--- config.mk ---
export PLATFORM = sky130hd
export DESIGN_NAME = download_frame_signature_check_unit_flat
export DESIGN_NICKNAME = d
export VERILOG_FILES = /design/src/hw/rtl/dfsc_pkg.sv /design/src/hw/rtl/dfsc_if.sv /design/src/hw/rtl/download_frame_signature_check_unit.sv /design/src/hw/rtl/dfsc_frame.sv /design/src/flat_wrapper.sv
export SDC_FILE = /design/constraint.sdc
export NUM_CORES = 1
export LEC_CHECK = 0
export BUFFER_PORTS_ARGS = -buffer_cell sky130_fd_sc_hd__buf_2
export CAP_MARGIN = 20
export CORE_MARGIN = 10
export CORE_UTILIZATION = 54
export CTS_BUF_LIST = sky130_fd_sc_hd__clkbuf_8
export CTS_CLUSTER_DIAMETER = 80
export DETAILED_ROUTE_END_ITERATION = 8
export GPL_TIMING_DRIVEN = 0
export PLACE_DENSITY = 0.9
export SLEW_MARGIN = 20
export SYNTH_ARGS = -nofsm -noshare
export SYNTH_HDL_FRONTEND = slang
export SYNTH_SLANG_ARGS = --single-unit
--- constraint.sdc ---
create_clock -name clk -period 2.85 [get_ports clk]
set_input_delay 0.285 -clock clk [delete_from_list [all_inputs] [get_ports clk]]
set_output_delay 0.285 -clock clk [all_outputs]
set_load 0.02 [all_outputs]
--- src/hw/rtl/dfsc_pkg.sv ---
// Package for the download frame signature check block.
// Holds the phase type, result record, codes and the signature step function.
// No dependencies; every other file of the block imports it.
package dfsc_pkg;

  // Field widths fixed by the interface.
  localparam int BYTE_W = 8;
  localparam int KIND_W = 2;
  localparam int SIG_W  = 16;
  localparam int LOC_W  = 11;

  // Defaults for the top-level parameters.
  localparam int SCAN_LIMIT_DEF    = 256;
  localparam int MAX_LOCATIONS_DEF = 1024;

  // Configuration port.
  localparam int APB_DATA_W = 32;
  localparam int APB_ADDR_W = 2;
  localparam logic [APB_ADDR_W-1:0] ADDR_LOCATION_COUNT = 2'd0;
  localparam logic [LOC_W-1:0]      LOCATION_COUNT_RST  = 11'd1024;

  // Stream constants.
  localparam logic [BYTE_W-1:0] MARKER   = 8'h46;
  localparam logic [BYTE_W-1:0] SIG_INIT = 8'hAA;

  // Result kinds.
  localparam logic [KIND_W-1:0] KIND_DATA      = 2'd0;
  localparam logic [KIND_W-1:0] KIND_OK        = 2'd1;
  localparam logic [KIND_W-1:0] KIND_MISMATCH  = 2'd2;
  localparam logic [KIND_W-1:0] KIND_NO_MARKER = 2'd3;

  typedef enum logic [2:0] {
    PH_HUNT,
    PH_SKIP_A,
    PH_SKIP_B,
    PH_DATA,
    PH_CK_LOW,
    PH_CK_HIGH
  } phase_t;

  typedef struct packed {
    logic              valid;
    logic [BYTE_W-1:0] out_byte;
    logic [KIND_W-1:0] kind;
    logic [SIG_W-1:0]  signature;
  } result_t;

  // New first byte: first rotated left by one, plus second, plus data, mod 256.
  function automatic logic [BYTE_W-1:0] sig_first_step(logic [BYTE_W-1:0] first,
                                                      logic [BYTE_W-1:0] second,
                                                      logic [BYTE_W-1:0] data);
    logic [BYTE_W-1:0] rot;
    rot = {first[BYTE_W-2:0], first[BYTE_W-1]};
    return rot + second + data;
  endfunction

endpackage

--- src/hw/rtl/dfsc_if.sv ---
// Valid/ready channel interfaces of the download frame signature check block.
// Depends on dfsc_pkg for the field widths.

interface dfsc_rx_if import dfsc_pkg::*; ();
  logic              valid;
  logic              ready;
  logic [BYTE_W-1:0] rx_byte;

  modport source (output valid, output rx_byte, input ready);
  modport sink   (input valid, input rx_byte, output ready);
endinterface

interface dfsc_res_if import dfsc_pkg::*; ();
  logic              valid;
  logic              ready;
  logic [BYTE_W-1:0] out_byte;
  logic [KIND_W-1:0] kind;
  logic [SIG_W-1:0]  signature;

  modport source (output valid, output out_byte, output kind, output signature,
                  input ready);
  modport sink   (input valid, input out_byte, input kind, input signature,
                  output ready);
endinterface

--- src/hw/rtl/download_frame_signature_check_unit.sv ---
// Top level of the download frame signature check block.
// Holds the APB register, the input stage and the result register around dfsc_frame.
// Depends on dfsc_pkg, dfsc_if (dfsc_rx_if, dfsc_res_if) and dfsc_frame.
//
//   Channel   Direction  Handshake            Carries
//   rx        in         valid/ready          rx_byte
//   result    out        valid/ready          out_byte, kind, signature
//   apb       in         psel/penable/pready  location_count register
//
// One byte is taken per cycle while the input register is empty or can move on.
// A byte waits in the input register, is worked on by the frame logic and lands
// in the result register once that register is free, and its result is offered
// from there until it is transferred.
// Reset (rst, synchronous) returns to the hunt phase with the count register at 1024.
// A stalled result only holds back the input stage when that stage is full too,
// so a byte is still taken while a finished result waits.
module download_frame_signature_check_unit
  import dfsc_pkg::*;
#(
  parameter int SCAN_LIMIT    = SCAN_LIMIT_DEF,
  parameter int MAX_LOCATIONS = MAX_LOCATIONS_DEF
) (
  input  logic                  clk,
  input  logic                  rst,
  dfsc_rx_if.sink               rx,
  dfsc_res_if.source            result,
  input  logic                  psel,
  input  logic                  penable,
  input  logic                  pwrite,
  input  logic [APB_ADDR_W-1:0] paddr,
  input  logic [APB_DATA_W-1:0] pwdata,
  output logic [APB_DATA_W-1:0] prdata,
  output logic                  pready
);

  // Configuration register. Writes complete in the access cycle; only the
  // address of location_count is decoded, other addresses are ignored.
  logic [LOC_W-1:0] location_count;

  assign pready = 1'b1;
  assign prdata = (paddr == ADDR_LOCATION_COUNT) ? APB_DATA_W'(location_count) : '0;

  always_ff @(posedge clk) begin
    if (rst) begin
      location_count <= LOCATION_COUNT_RST;
    end else if (psel && penable && pwrite && pready && paddr == ADDR_LOCATION_COUNT) begin
      location_count <= pwdata[LOC_W-1:0];
    end
  end

  // Input register. It moves on whenever the result register is free or is
  // being emptied in this cycle.
  logic              s1_valid;
  logic [BYTE_W-1:0] s1_byte;
  logic              out_free;
  logic              s1_fire;
  result_t           res;
  result_t           out_q;

  assign out_free = !out_q.valid || result.ready;
  assign s1_fire  = s1_valid && out_free;
  assign rx.ready = !s1_valid || out_free;

  always_ff @(posedge clk) begin
    if (rst) begin
      s1_valid <= 1'b0;
    end else if (rx.valid && rx.ready) begin
      s1_valid <= 1'b1;
    end else if (s1_fire) begin
      s1_valid <= 1'b0;
    end
  end

  always_ff @(posedge clk) begin
    if (rx.valid && rx.ready) begin
      s1_byte <= rx.rx_byte;
    end
  end

  // The frame logic updates its state once per byte leaving the input register.
  dfsc_frame #(
    .SCAN_LIMIT    (SCAN_LIMIT),
    .MAX_LOCATIONS (MAX_LOCATIONS)
  ) u_frame (
    .clk            (clk),
    .rst            (rst),
    .step           (s1_fire),
    .rx_byte        (s1_byte),
    .location_count (location_count),
    .res            (res)
  );

  // Result register. Bytes that give no result (hunt bytes short of a give-up, line
  // ends, low checksum byte) simply leave it empty. Only the valid bit is reset.
  always_ff @(posedge clk) begin
    if (rst) begin
      out_q.valid <= 1'b0;
    end else if (out_free) begin
      out_q.valid <= s1_fire && res.valid;
    end
    if (out_free) begin
      out_q.out_byte  <= res.out_byte;
      out_q.kind      <= res.kind;
      out_q.signature <= res.signature;
    end
  end

  assign result.valid     = out_q.valid;
  assign result.out_byte  = out_q.out_byte;
  assign result.kind      = out_q.kind;
  assign result.signature = out_q.signature;

endmodule

--- src/hw/rtl/dfsc_frame.sv ---
// Frame state machine: phase, counters and the running signature.
// Advances once per step and gives the result of that byte combinationally.
// Depends on dfsc_pkg.
module dfsc_frame
  import dfsc_pkg::*;
#(
  parameter int SCAN_LIMIT    = SCAN_LIMIT_DEF,
  parameter int MAX_LOCATIONS = MAX_LOCATIONS_DEF
) (
  input  logic              clk,
  input  logic              rst,
  input  logic              step,
  input  logic [BYTE_W-1:0] rx_byte,
  input  logic [LOC_W-1:0]  location_count,
  output result_t           res
);

  localparam int SC_W = $clog2(SCAN_LIMIT + 1);
  localparam int BC_W = $clog2(2 * MAX_LOCATIONS + 1);
  localparam int CW   = (BC_W > LOC_W) ? BC_W : LOC_W;

  phase_t            phase, phase_next;
  logic [SC_W-1:0]   scan_count, scan_count_next;
  logic [BC_W-1:0]   byte_count, byte_count_next;
  logic [BYTE_W-1:0] sig_first, sig_first_next;
  logic [BYTE_W-1:0] sig_second, sig_second_next;
  logic [BYTE_W-1:0] received_low, received_low_next;

  logic [CW-1:0] loc_sat;
  logic [CW:0]   frame_bytes;
  logic [CW:0]   count_inc;
  logic          scan_expired;
  logic          data_done;
  logic [SIG_W-1:0] sig_now;

  // The count register is read live and saturated to the largest frame.
  always_comb begin
    if (CW'(location_count) > CW'(MAX_LOCATIONS)) begin
      loc_sat = CW'(MAX_LOCATIONS);
    end else begin
      loc_sat = CW'(location_count);
    end
  end

  assign frame_bytes  = {loc_sat, 1'b0};
  assign count_inc    = (CW + 1)'(byte_count) + (CW + 1)'(1);
  assign data_done    = count_inc >= frame_bytes;
  assign scan_expired = scan_count >= SC_W'(SCAN_LIMIT);
  assign sig_now      = {sig_first, sig_second};

  // Next phase.
  always_comb begin
    unique case (phase)
      PH_SKIP_A:  phase_next = PH_SKIP_B;
      PH_SKIP_B:  phase_next = (frame_bytes == '0) ? PH_CK_LOW : PH_DATA;
      PH_DATA:    phase_next = data_done ? PH_CK_LOW : PH_DATA;
      PH_CK_LOW:  phase_next = PH_CK_HIGH;
      PH_CK_HIGH: phase_next = PH_HUNT;
      default:    phase_next = (rx_byte == MARKER) ? PH_SKIP_A : PH_HUNT;
    endcase
  end

  // Counters, signature and the result of this byte.
  always_comb begin
    scan_count_next   = scan_count;
    byte_count_next   = byte_count;
    sig_first_next    = sig_first;
    sig_second_next   = sig_second;
    received_low_next = received_low;
    res               = '0;
    unique case (phase)
      PH_SKIP_A, PH_SKIP_B: begin
      end
      PH_DATA: begin
        sig_second_next = sig_first;
        sig_first_next  = sig_first_step(sig_first, sig_second, rx_byte);
        byte_count_next = byte_count + BC_W'(1);
        res.valid       = 1'b1;
        res.out_byte    = rx_byte;
        res.kind        = KIND_DATA;
      end
      PH_CK_LOW: begin
        received_low_next = rx_byte;
      end
      PH_CK_HIGH: begin
        res.valid       = 1'b1;
        res.kind        = ({rx_byte, received_low} == sig_now) ? KIND_OK : KIND_MISMATCH;
        res.signature   = sig_now;
        scan_count_next = '0;
        byte_count_next = '0;
        sig_first_next  = SIG_INIT;
        sig_second_next = SIG_INIT;
      end
      default: begin
        if (rx_byte == MARKER) begin
          scan_count_next = '0;
          byte_count_next = '0;
          sig_first_next  = SIG_INIT;
          sig_second_next = SIG_INIT;
        end else if (scan_expired) begin
          scan_count_next = '0;
          res.valid       = 1'b1;
          res.kind        = KIND_NO_MARKER;
        end else begin
          scan_count_next = scan_count + SC_W'(1);
        end
      end
    endcase
  end

  always_ff @(posedge clk) begin
    if (rst) begin
      phase        <= PH_HUNT;
      scan_count   <= '0;
      byte_count   <= '0;
      sig_first    <= SIG_INIT;
      sig_second   <= SIG_INIT;
      received_low <= '0;
    end else if (step) begin
      phase        <= phase_next;
      scan_count   <= scan_count_next;
      byte_count   <= byte_count_next;
      sig_first    <= sig_first_next;
      sig_second   <= sig_second_next;
      received_low <= received_low_next;
    end
  end

  // The hunt counter never passes its limit.
  a_scan_bounded: assert property (@(posedge clk) disable iff (rst)
    scan_count <= SC_W'(SCAN_LIMIT))
    else $error("scan_count above limit");

  // A finished frame leaves the signature seeded for the next one.
  a_sig_reseed: assert property (@(posedge clk) disable iff (rst)
    (step && phase == PH_CK_HIGH) |=>
      (phase == PH_HUNT && sig_first == SIG_INIT && sig_second == SIG_INIT
       && byte_count == '0))
    else $error("signature not reseeded after frame end");

  // A no-marker result only comes from the hunt phase with the counter at its limit.
  a_no_marker_src: assert property (@(posedge clk) disable iff (rst)
    (res.valid && res.kind == KIND_NO_MARKER) |-> (phase == PH_HUNT && scan_expired))
    else $error("no-marker result outside hunt timeout");

  // A data byte either keeps the frame in the data phase or moves it on to the checksum.
  a_data_exit: assert property (@(posedge clk) disable iff (rst)
    (step && phase == PH_DATA) |=> (phase == PH_DATA || phase == PH_CK_LOW))
    else $error("data phase left to an unexpected phase");

endmodule

--- src/flat_wrapper.sv ---
// flat-port wrapper written by rule: the top's interface ports become plain ports
module download_frame_signature_check_unit_flat import dfsc_pkg::*;
#(
  parameter int SCAN_LIMIT    = SCAN_LIMIT_DEF,
  parameter int MAX_LOCATIONS = MAX_LOCATIONS_DEF
)
  (clk, rst, psel, penable, pwrite, paddr, pwdata, prdata, pready, rx_valid, rx_rx_byte, rx_ready, result_valid, result_out_byte, result_kind, result_signature, result_ready);
  dfsc_rx_if rx_i ();
  dfsc_res_if result_i ();
  input  logic clk;
  input  logic rst;
  input  logic psel;
  input  logic penable;
  input  logic pwrite;
  input  logic [APB_ADDR_W-1:0] paddr;
  input  logic [APB_DATA_W-1:0] pwdata;
  output logic [APB_DATA_W-1:0] prdata;
  output logic pready;
  input wire logic [$bits(rx_i.valid)-1:0] rx_valid;
  input wire logic [$bits(rx_i.rx_byte)-1:0] rx_rx_byte;
  output wire logic [$bits(rx_i.ready)-1:0] rx_ready;
  output wire logic [$bits(result_i.valid)-1:0] result_valid;
  output wire logic [$bits(result_i.out_byte)-1:0] result_out_byte;
  output wire logic [$bits(result_i.kind)-1:0] result_kind;
  output wire logic [$bits(result_i.signature)-1:0] result_signature;
  input wire logic [$bits(result_i.ready)-1:0] result_ready;
  assign rx_i.valid = rx_valid;
  assign rx_i.rx_byte = rx_rx_byte;
  assign rx_ready = rx_i.ready;
  assign result_valid = result_i.valid;
  assign result_out_byte = result_i.out_byte;
  assign result_kind = result_i.kind;
  assign result_signature = result_i.signature;
  assign result_i.ready = result_ready;
  download_frame_signature_check_unit #(.SCAN_LIMIT(SCAN_LIMIT), .MAX_LOCATIONS(MAX_LOCATIONS)) u_core (.clk(clk), .rst(rst), .rx(rx_i), .result(result_i), .psel(psel), .penable(penable), .pwrite(pwrite), .paddr(paddr), .pwdata(pwdata), .prdata(prdata), .pready(pready));
endmodule
---- Yosys cells after proc, flatten, opt, wreduce, memory -nomap -nowiden ----
Cells that the tools add are included.
word-level totals
  output and inout bits ................... 61
  word-level logic and storage cells ...... 73
  bits of input ports ..................... 49
  bits in registers ....................... 95
operators by class
  reduce and logical (&&, ||, !) cells .... 20
  mux-type cells .......................... 23
  bitwise gates (word level) .............. 2
  magnitude comparators ................... 3
  equality and inequality tests ........... 7
  add/subtract/negate cells ............... 5
operators by type and width
  operator                 count
  $pmux W8 S3              2
  $pmux W12 S3             1
  $mux W11                 2
  $mux W9                  2
  $pmux W9 S2              1
  $add A8 B8 Y8            2
  $eq A16 B16 Y1           1
  $pmux W3 S5              1
  $add A12 B1 Y13 const B  1
  $ge A13 B13 Y1           1
  $logic_not A13 Y1        1
  $add A12 B1 Y12 const B  1
  $mux W12                 1
  $gt A11 B11 Y1 const B   1
  $add A9 B1 Y9 const B    1
  $ge A9 B9 Y1 const B     1
  $eq A8 B7 Y1 const B     1
  $mux W8                  1
  $eq A3 B2 Y1 const B     2
  $eq A3 B3 Y1 const B     2
  $logic_and A1 B1 Y1      6
  $mux W2                  3
  $mux W3                  2
  $mux W1                  5
  other kinds (14)         18

---- Longest topological paths before layout ----
  word-level depth ........................ 5
  mapped depth ............................ 11
  mapped depth without buffers ............ 10

---- By module ----
From an unflattened synthesis, not the netlist that was laid out.
second synthesis, totals
  cells, all modules ...................... 547
  area, all modules ....................... 5242.5 µm²
by module, submodules not included
  module                               cells an instance  seq. area each (µm²)  times used  area an instance (µm²)
  dfsc_frame                           417                960.9                 1           3383.2
  download_frame_signature_check_unit  130                1281.2                1           1859.3

---- Worst setup path after synthesis ----
No wires, ideal clock.
  kind .................................... reg2reg
  start point ............................. register u_core.s1_byte[1]
  end point ............................... register u_core.u_frame.sig_first[7]
  setup time .............................. 143 ps
  slack ................................... 437 ps
  period minus slack after synthesis ...... 2413 ps
  data arrival time ....................... 2270 ps
  required time ........................... 2707 ps
  path buffers ............................ 0
  cell stages (with the launch flop) ...... 9
  cells stage by stage .................... edfxtp_1 -> fa_1 -> ha_1 -> fa_1 -> a211oi_1 -> o21bai_1 -> a21oi_1 -> xnor2_1 -> a41oi_1
between the ends
  word-level cells in the longest chain between the ends .. 3
  elaborated cells between the ends (all ways) .. 5
  those cells by class .................... 1 x add/sub; 1 x eq/ne; 1 x mux; 2 x reduce/logical
RTL lines
  what                                                   RTL line                                   RTL
  from (decl)                                            download_frame_signature_check_unit.sv:54  logic [BYTE_W-1:0] s1_byte;
  from (signal assigned)                                 download_frame_signature_check_unit.sv:76  s1_byte <= rx.rx_byte;
  branches (longest 3 deep; another with $add A8 B8 Y8)  -
  to (signal assigned)                                   dfsc_frame.sv:123                          sig_first <= sig_first_next;
  to (decl)                                              dfsc_frame.sv:25                           logic [BYTE_W-1:0] sig_first, sig_first_next;
Parallel ways; which one is timed is not known.
A chain may end at the register's enable or synchronous reset.

---- Worst setup path after layout ----
Same ends and word-level chain as after synthesis.

==> impl_metrics.csv <==
group,metric,value,unit
final_layout,area_delta_synth_final,15.63,%
placed_design,gp_congestion,0.9448,
drt,vias,4214,
synth,synth-seq-cells,95,
worst_setup_path,start_kind,"register",
drt,met2_length,6441,um
die,initial_core_util,0.5571,
worst_setup_path,reg2reg_depth,8,
final_layout,final_common_cell,"buf_2",
worst_setup_path,crit_fanout,5,
drt,viasPerCell,5.480,
clock_tree,insertion_delay,0.37,ns
clock_tree,cts_resized,0,
timing,finalSetupTns,0,ns
clock_tree,cts-htree-levels,3,
timing,setup_violations,0,
run_status,status,"finished, final reports clean",
worst_setup_path,r2r_end,"u_core.u_frame.sig_first[7]",
synth,ys_seq_area_frac,0.4356,
placed_design,hpwl,9104,um
worst_setup_path,required,3.08,ns
timing,period_needed,2.688,ns
clock_tree,clockBufferDepth,2,
final_layout,antenna_cells,0,
worst_setup_path,arrival,2.92,ns
drt,top_layer,"met4",
worst_setup_path,end_kind,"register",
timing,rsz0062_at_grt,"false",
synth,syn_area,5147,um2
worst_setup_path,r2r_setup_slack,0.16,ns
timing,max_slew.worst_pin.slew,0.6221,ns
drt,drt-initial-drc-count,331,
clock_tree,root_buffer,"clkbuf_8",
drt,dr.pass1.iters,7,
global_route,grt_max_degree,32,
final_layout,fill_cells,746,
die,rows,35,
clock_tree,tritoncts,"built",
drt,wirelength_met1,4739,um
synth,synthArstFlopShare,0,
die,io_pins,110,
worst_hold_path,hold_start,"rx_rx_byte[1]",
final_layout,layout.cells.non_filler,769,
drt,met3WireLength,830,um
timing,slew_violations,0,
placed_design,place_ws,0.1776,ns
synth,ys_warn_count,0,
drt,routed_wl,12210,um
worst_setup_path,r2r-start,"u_core.s1_byte[1]",
pwr,power.leakage,2.663,nW
clock_tree,cts.sinks,95,
timing,relSlewSlack,0.5853,
clock_tree,post_cts_buffers,0,
synth,syn_inst,539,
worst_hold_path,whs_endpoint,"u_core.s1_byte[1]",
pwr,p_per_area,451.5,nW/um2
worst_setup_path,crit_type,"register to register",
clock_tree,clk_pin_slew,0.09,ns
worst_hold_path,hold_depth,1,
die,core_area,9240,um2
pwr,peakVddDrop,293.3,uV
final_layout,multi_input_area,2631,um2
global_route,grtUsageTotal,0.1727,
drt,drc_errors,0,
timing,finalHoldViolCount,0,
drt,wl_per_cell,15.88,um
worst_hold_path,hp-class,"primary input to register",
run,max_cap_viol_count,0,
final_layout,final_cell_mix,"74 x buf_2, 61 x dfxtp_1, 49 x nor2_1",
clock_tree,cts_made_buffers,9,
placed_design,place_inst,753,
final_layout,final_nets,712,
global_route,grt_pass1_vias,4222,
drt,ant_nets,0,
global_route,antenna_found_initial,0,
die,die_h,117.6,um
synth,synth-edff-count,34,
final_layout,ff_latch_area,2242,um2
die,dieArea,13840,um2
timing,clock.fmax,0.3720,GHz
synth,ys_types,55,
synth,postSynthAreaPerCell,9.550,um2
die,die_w,117.6,um
synth,ys.flop_type,"dfxtp_1",
timing,setup_ws,0.1621,ns
placed_design,numPortBuffers,65,
global_route,grt_pass1_wl,19980,um
timing,clock_skew,0.01324,ns
global_route,gr-total-overflow,0,
timing,layout_worst_path_cycle_share,0.9431,
clock_tree,cts_hold_buf,0,
final_layout,drive_gt1_frac,0.1906,
[synth_stat cells (all sizes together) (6+ instances only)]
library cell,count,share of area
mux2i,19,0.037
fa,8,0.031
clkbuf,15,0.011
and3,17,0.021
nand3,28,0.030
o21ai,26,0.025
a21oi,32,0.031
nand4,8,0.0097
buf,34,0.047
xnor2,33,0.056
dfxtp,61,0.24
and2,24,0.029
ha,20,0.049
nor2,49,0.036
xor2,6,0.010
inv,13,0.0095
nor3,16,0.018
edfxtp,34,0.20
nand2,40,0.029
[how the worst max path moves through the flow]
stage | end | from | slack (ns)
floorplan | u_core.u_frame.sig_first[7] | u_core.s1_byte[1] | 0.44
global placement | u_core.u_frame.sig_first[7] | u_core.s1_byte[1] | 0.20
detailed placement | u_core.u_frame.sig_first[7] | u_core.s1_byte[1] | 0.18
CTS | u_core.u_frame.sig_first[7] | u_core.s1_byte[1] | 0.16
global route | u_core.u_frame.sig_first[7] | u_core.s1_byte[1] | 0.02
finish | u_core.u_frame.sig_first[7] | u_core.s1_byte[1] | 0.16
[layer usage]
layer	GRT usage	vias to the layer above
met2	0.3203	168
met3	0.04412	17
met1	0.1842	1991
met5	0	-
met4	0.05951	0
li1	-	2038
[power by group]
group	switching (W)	total [W]	internal, W
clock	0.000487	0.00107	0.000584
combinational	0.000111	0.000192	0.0000809
sequential	0.0000179	0.00142	0.00141
[through the flow]
step	hold WS [ns]	area [um2]	util	total power [W]
after floorplan	0.3839	5223	-	0.001592
after global placement	0.4631	5709	0.6179	0.001637
after detailed placement	0.4642	5709	0.6179	0.001643
after CTS	0.07884	5952	0.6441	0.002687
after global routing	0.07268	5952	0.6441	0.002770
final	0.08494	5952	0.6441	0.002687
[cells by family (layout without fill, tap and decap cells)]
kind of cell,Yosys count,in the layout,share of synthesized area
compound gates,86,86,0.09990
buf+inv,62,143,0.06781
xor+xnor,39,39,0.06636
fa+ha+maj,28,28,0.07973
other cells,2,22,0.001459
flops,95,95,0.4356
simple gates,208,208,0.2122
mux,19,19,0.03695
[worst max-delay path, stage by stage (launching register included)]
cell and delay [ns]:
edfxtp_1 0.50, fa_1 0.48, ha_1 0.26, fa_1 0.49, a211oi_1 0.23, o21bai_1 0.14
a21oi_1 0.19, xnor2_1 0.14, a41oi_1 0.12
[sequential cells by signal, summed over array words and instances, names as in the netlist, 2 cells and up]
signal                       count
u_core.result.out_byte           8
u_core.u_frame.sig_first         8
u_core.s1_byte                   8
u_core.u_frame.sig_second        8
u_core.u_frame.byte_count       12
u_core.location_count           11
u_core.result.signature         16
u_core.result.kind               2
u_core.u_frame.received_low      8
u_core.u_frame.phase             3
u_core.u_frame.scan_count        9
[layout make-up]
| class | instances | share of cell area |
|---|---|---|
| clock inverters | 7 | 0.01997 |
| well taps | 129 | 0.02712 |
| plain buffers | 49 | 0.05045 |
| inverters | 13 | 0.008198 |
| flip-flops and latches | 95 | 0.3767 |
| repair buffers | 65 | 0.05466 |
| multi-input cells | 402 | 0.4421 |
| clock buffers | 9 | 0.02081 |
Power figures use the tool's default switching activity.
